File: config.mk
export PLATFORM = sky130hd
export DESIGN_NAME = tbfc_interp
export DESIGN_NICKNAME = d
export VERILOG_FILES = /design/src/sv/tbfc_pkg.sv /design/src/sv/tbfc_interp.sv
export SDC_FILE = /design/constraint.sdc
export NUM_CORES = 2
export LEC_CHECK = 0
export BUFFER_PORTS_ARGS = -buffer_cell sky130_fd_sc_hd__clkbuf_2
export CAP_MARGIN = 20
export CORE_ASPECT_RATIO = 0.5
export CORE_MARGIN = 5
export CORE_UTILIZATION = 65
export DETAILED_ROUTE_END_ITERATION = 6
export PLACE_DENSITY_LB_ADDON = 0.25
export SLEW_MARGIN = 20
export SYNTH_ARGS = -nofsm -noshare
export SYNTH_HDL_FRONTEND = slang
export SYNTH_SLANG_ARGS = --single-unit
File: constraint.sdc
create_clock -name clk -period 15.6 [get_ports clk]
set_input_delay 3.9 -clock clk [delete_from_list [all_inputs] [get_ports clk]]
set_output_delay 3.9 -clock clk [all_outputs]
set_load 0.1 [all_outputs]
File: src/sv/tbfc_pkg.sv
// tbfc_pkg: shared constants and types
// for the thermal bilinear false color block; no dependencies
package tbfc_pkg;

  localparam int IN_WIDTH_DEF   = 32;
  localparam int IN_HEIGHT_DEF  = 24;
  localparam int OUT_WIDTH_DEF  = 240;
  localparam int OUT_HEIGHT_DEF = 280;

  localparam logic ACT_LOAD   = 1'b0;
  localparam logic ACT_RENDER = 1'b1;

  // -20 degrees in 1/64 units and the span up to 300 degrees
  localparam int TEMP_OFFSET = 1280;
  localparam int COLOR_SPAN  = 20480;

  typedef struct packed {
    logic        action;
    logic [9:0]  sample_index;
    logic [15:0] sample_temp;
    logic [7:0]  screen_x;
    logic [8:0]  screen_y;
  } tbfc_in_t;

  typedef struct packed {
    logic [15:0] interp_temp;
    logic [7:0]  red;
    logic [6:0]  green;
    logic [7:0]  blue;
  } tbfc_out_t;

endpackage

File: src/sv/tbfc_interp.sv
// tbfc_interp: pipelined bilinear blend, floor divide and color map
// depends on tbfc_pkg; stalls as one unit on en
module tbfc_interp
  import tbfc_pkg::*;
#(
  parameter int OUT_WIDTH  = OUT_WIDTH_DEF,
  parameter int OUT_HEIGHT = OUT_HEIGHT_DEF,
  localparam int WXW = $clog2(OUT_WIDTH + 1),
  localparam int WYW = $clog2(OUT_HEIGHT + 1),
  localparam int DEN = OUT_WIDTH * OUT_HEIGHT,
  localparam int DW  = $clog2(DEN + 1)
) (
  input  logic              clk,
  input  logic              en,
  input  logic [15:0]       q11,
  input  logic [15:0]       q21,
  input  logic [15:0]       q12,
  input  logic [15:0]       q22,
  input  logic [WXW-1:0]    wx0,
  input  logic [WXW-1:0]    wx1,
  input  logic [WYW-1:0]    wy0,
  input  logic [WYW-1:0]    wy1,
  output tbfc_out_t         result
);
  localparam int AW = 17 + WXW + 1;
  localparam int NW = AW + WYW + 1;
  localparam int NN = NW + 1;
  // reciprocal on the top bits of the sum: estimate is low by at most two
  localparam int LSH  = DW - 1;
  localparam int TOPW = NN - LSH;
  localparam longint RECIP = (longint'(1) << NN) / DEN;

  // stage 1: horizontal blends
  logic signed [AW-1:0] row1, row2;
  logic [WYW-1:0] wy0_s1, wy1_s1;
  always_ff @(posedge clk) begin
    if (en) begin
      row1 <= AW'($signed(q11)) * AW'($signed({1'b0, wx0})) +
              AW'($signed(q21)) * AW'($signed({1'b0, wx1}));
      row2 <= AW'($signed(q12)) * AW'($signed({1'b0, wx0})) +
              AW'($signed(q22)) * AW'($signed({1'b0, wx1}));
      wy0_s1 <= wy0;
      wy1_s1 <= wy1;
    end
  end

  // stage 2: vertical blend, offset to nonnegative by 32768*DEN
  logic [NW:0] num;
  always_ff @(posedge clk) begin
    if (en) begin
      num <= (NW+1)'($signed(row1) * $signed({1'b0, wy0_s1}) +
                     $signed(row2) * $signed({1'b0, wy1_s1}) +
                     $signed((NW+1)'(longint'(32768) * DEN)));
    end
  end

  // stage 3: quotient estimate by reciprocal multiply
  logic [TOPW-1:0] q_est;
  logic [NW:0] num_s3;
  always_ff @(posedge clk) begin
    if (en) begin
      q_est  <= TOPW'((64'(num[NW:LSH]) * 64'(RECIP)) >> TOPW);
      num_s3 <= num;
    end
  end

  // stage 4: correct and remove offset, then the color index
  logic [NW:0] rem;
  logic [16:0] q_fix;
  logic signed [16:0] t;
  logic [14:0] n;
  always_comb begin
    rem   = num_s3 - (NW+1)'(64'(q_est) * 64'(DEN));
    q_fix = 17'(q_est) + ((rem >= (NW+1)'(2 * DEN)) ? 17'd2 :
                          (rem >= (NW+1)'(DEN))     ? 17'd1 : 17'd0);
    t     = $signed(q_fix) - 17'sd32768;
    if (t < -17'sd1280) n = '0;
    else if (t > 17'sd19200) n = 15'(COLOR_SPAN);
    else n = 15'(t + 17'sd1280);
  end

  logic [15:0] t_s4;
  logic [14:0] n_s4;
  always_ff @(posedge clk) begin
    if (en) begin
      t_s4 <= t[15:0];
      n_s4 <= n;
    end
  end

  // stage 5: color products; /20480 = /4096 then /5 via reciprocal
  logic [22:0] pr, pg, pb;
  always_comb begin
    pr = 23'(8'd255) * (23'(COLOR_SPAN) - 23'(n_s4));
    pg = 23'(7'd127) * (23'(COLOR_SPAN) - 23'(n_s4));
    pb = 23'(8'd255) * 23'(n_s4);
  end

  function automatic logic [7:0] div_span(input logic [22:0] p);
    logic [10:0] h;
    logic [23:0] m;
    h = p[22:12];
    m = 24'(h) * 24'd6554;
    div_span = 8'(m >> 15);
  endfunction

  always_ff @(posedge clk) begin
    if (en) begin
      result.interp_temp <= t_s4;
      result.red         <= div_span(pr);
      result.green       <= 7'(div_span(pg));
      result.blue        <= div_span(pb);
    end
  end
endmodule

# == Word-level counts from Yosys, hierarchy flattened ==
# Cells that the tools add are included.
# Widths: inputs -> output; s select.
# word_totals
reg_bits,235
input_bits,100
out_inout_bits,39
elab_cells,45
# classes
addsub,9
multipliers,14
magnitude_cmp,4
mux,3
n_reduce_logical,1
# ops
cell,count
$mul 16x9->25,4
$mul 26x10->36,2
$add 25x25->26,2
$mul 11x12->22 const B,2
$mul 21x20->41 const B,1
$add 36x36->37,1
$add 37x33->37 const B,1
$ge 37x17->1 const B,1
$ge 37x18->1 const B,1
$sub 37x37->37,1
$mul 21x10->30 const B,1
$mul 8x15->23 const A,1
$mul 8x16->23 const A,1
$mul 8x23->23 const A,1
$mul 11x12->21 const B,1
$add 17x2->17,1
$gt 17x16->1 const B,1
$lt 17x12->1 const B,1
$sub 17x17->17 const B,1
$sub 15x15->16 const A,1
$add 15x12->15 const B,1
$mux 15,1
$mux 2,1
$reduce_or 2->1,1
$mux 1,1

# == Depth between registers and ports, before layout ==
# depth
word_depth,9
mapped_depth,47
depth_no_buf,47

# == Worst setup path after synthesis ==
# No wires, ideal clock.
# synth_path
path_kind,flip-flop to flip-flop
start,register n_s4[2]
end,"register result[22] in the netlist's numbering, data pin"
setup_ns,0.260
arrival_time_ns,10.738
required_time_ns,15.340
slack_ns,4.603
path_stages_with_launch,43
path_buffers,1
period_less_slack_ns,10.997
cell_sequence,edfxtp_1 -> inv_1 -> ha_1 -> nor2b_1 -> and3_1 -> a41oi_1 -> o21ai_1 -> inv_2 -> clkbuf_1 -> ha_1 -> xnor2_1 -> inv_1 -> fa_1 -> fa_1 -> inv_1 -> fa_1 -> ha_1 -> and3_1 -> [7 not listed] -> fa_1 -> fa_1 -> inv_1 -> fa_1 -> inv_1 -> fa_1 -> ha_1 -> a21o_1 -> a211o_1 -> a211oi_1 -> o31ai_1 -> nor2b_1 -> o41a_1 -> a21oi_1 -> o21bai_1 -> a21oi_1 -> o21ba_2 -> xnor2_1
# synth_between
elab_chain_cells,3
# synth_lines
item,line,text
"start, declared",tbfc_interp.sv:83,logic [14:0] n_s4;
"start signal, assigned",tbfc_interp.sv:87,n_s4 <= n;
$sub 15x15->16,tbfc_interp.sv:94,pr = 23'(8'd255) * (23'(COLOR_SPAN) - 23'(n_s4));
$mul 8x23->23,tbfc_interp.sv:94,
$mul 11x12->22,tbfc_interp.sv:103,m = 24'(h) * 24'd6554;
"end, declared",tbfc_interp.sv:23,output tbfc_out_t result
# No other way between the ends.
# A chain may end at the register's enable or synchronous reset.

# == Worst setup path in the final report ==
# Same ends and word-level chain as after synthesis.

==> results.cfg <==
[sta]
final.min_clock_period_ns = 12.19
setup_violations = 0
slew_viol_final = 0
layout_worst_path_cycle_share_pct = 78.1
rsz0062_at_grt = false
maxSlewHeadroom_pct = 29.6
hold_viol = 0
finalSetupTns_ns = 0
hold_slack_ns = 0.422
fin_skew_ns = 0.0279
tightestPinTransition_ns = 1.06
fmax_ghz = 0.0821

[logic_synthesis]
yosys_warnings = 0
syn_nets = 9038
syn_avg_cell_area_um2 = 10.1
netlist_instances = 6572
ys_async_sr_fraction_pct = 0
synth-seq-cells = 221
synth_edf_count = 221
ys_seq_area_share_pct = 9.97
ys.flop_type = edfxtp_1
syn-cell-area_um2 = 66600
ys_types = 75

[critical_path]
worst_ep_arrival_time_ns = 12.53
worst-setup-path-type = flip-flop to flip-flop
path_max_fanout = 9
cp_slowest_stage_delay_ns = 0.66
r2r_setup_slack_ns = 3.41
rr_startpoint = n_s4[2]
crit_path_end_kind = flip-flop
worstPathRequired_ns = 15.95
cp_slowest_cell = fa_1
cp-startpoint = n_s4[2]
cpMostUsedCell = fa_1
start_kind = flip-flop

[finish]
syn2layout_area_growth_pct = 4.48
fin_nets = 9102
regArea_um2 = 6640
layout_common_cells = inv_1 (1686), fa_1 (1434), ha_1 (932)
multiInputGateArea_um2 = 53200
final_layout_size_suffix_gt1_share_pct = 3.27
final_common_cell = inv_1
num-fill-cells = 7828

[grt]
grt_start_max_net_pins = 98
grt_pass1_vias = 49700
grt_pass1_wl_um = 247000
antenna_found_initial = 2
grt_usage_pct = 27.8
grt-ovfl-total = 0

[cts]
h-tree-depth = 1
clk_path_buf_depth = 3
cts.repair.resized = 0
cts_tree = built
cts-buffers-inserted = 28
cts_root_buf = clkbuf_16
cts.sinks = 221
insertion_delay_ns = 0.60
postCtsHoldBufs = 0
cts_setup_buffers = 0
clk_pin_slew_ns = 0.07

[floorplanning]
coreArea_um2 = 102000
num_rows = 83
initial_core_util_pct = 65.2
die_w_um = 463
io_pins = 139
die_h_um = 236
die-area_um2 = 109000

[run]
maxCapViolations = 0

[worst_hold_path]
hp-class = flip-flop to flip-flop
hold_start = num[7]

[detailed_routing]
wirelength_um = 145000
antenna_left = 0
num_vias = 44100
first_pass_iters = 5
drc = 0
vias_per_cell = 5.50
wire_per_inst_um = 18.1
drtIter0Drc = 2329

[placed_design]
gp_congestion = 0.914
dp_hpwl_um = 126000
io_buffers = 138

[outcome]
status = complete, no violations
==> critical path: cells and delay by family (launching register included) <==
kind / cells / cell delay [ns]
buffers and inverters: 5 / 0.52
DFF: 1 / 0.60
adders and majority gates: 12 / 5.19
xor gates and xnor gates: 3 / 0.87
AOI/OAI and AO/OA: 17 / 3.75
and+or+nand+nor: 5 / 1.01
==> final timing paths <==
kind	to	cells after the start
worst max-delay path	result[22]	42
worst min-delay path	num_s3[7]	0
worst max register to register	result[22]	42
worst min register to register	num_s3[7]	0
==> layout make-up <==
class | count | area share [%]
Multi-Input combinational cell | 4555 | 76.5
Tap cell | 1360 | 2.45
Sequential cell | 221 | 9.54
Inverter | 1687 | 9.11
Clock buffer | 31 | 1.05
Timing Repair Buffer | 143 | 1.06
Clock inverter | 21 | 0.311
Antenna cell | 1 | 0.00360
==> synth_stat cells, types with 11 or more instances <==
| cell type | instances | share of area [%] |
|---|---|---|
| inv_1 | 1686 | 9.5 |
| fa_1 | 1434 | 43 |
| ha_1 | 932 | 18 |
| and2_1 | 582 | 5.5 |
| nand2_1 | 493 | 2.8 |
| edfxtp_1 | 221 | 10 |
| xnor2_1 | 180 | 2.4 |
| a21oi_1 | 147 | 1.1 |
| nor2_1 | 143 | 0.81 |
| clkbuf_1 | 102 | 0.58 |
| xor2_1 | 82 | 1.1 |
| o21ai_0 | 78 | 0.59 |
| nor3_1 | 52 | 0.39 |
| nand3_1 | 42 | 0.32 |
| a21o_1 | 41 | 0.46 |
| o21a_1 | 40 | 0.45 |
| nor2b_1 | 36 | 0.34 |
| nand2b_1 | 32 | 0.30 |
| a211oi_1 | 21 | 0.24 |
| o21ai_1 | 17 | 0.13 |
| o21bai_1 | 17 | 0.19 |
| a31oi_1 | 13 | 0.12 |
| and3_1 | 12 | 0.11 |
| o211ai_1 | 11 | 0.12 |
==> layer usage <==
layer,vias to the layer above,GRT usage [%],wire [µm]
met5,-,0,0
met4,0,6.11,3650
met3,236,3.58,7780
met2,1135,49.8,73100
met1,22600,36.3,60400
li1,20100,-,-
==> cells by family after synthesis <==
family                     count (synthesis)  synth area share (%)
and+or+nand+nor                         1449                  11.1
buffers and inverters                   1796                  10.1
adders and majority gates               2366                  60.7
DFF                                      221                  9.97
muxes                                      4                0.0602
xor gates and xnor gates                 262                  3.45
AOI/OAI and AO/OA                        474                  4.62
==> metrics by stage <==
stage | utilization, % | instances | worst slack, ns | cell area (µm²)
after global routing | 68.1 | 8018 | 2.72 | 69500
after global placement | 67.2 | 7966 | 3.83 | 68600
final | 68.1 | 8019 | 3.41 | 69500
after CTS | 68.1 | 8018 | 3.48 | 69500
after floorplan | - | 6572 | 4.60 | 66600
after detailed placement | 67.2 | 7966 | 3.51 | 68600
==> sequential cells by signal, summed over array words and instances (netlist names) <==
name    flops
row1       26
row2       26
num_s3     30
result     39
q_est      21
t_s4       16
n_s4       15
wy0_s1      9
num        30
wy1_s1      9
Power is not shown: default switching activity piles up to over one toggle a cycle in this logic, so the estimate is an artifact.
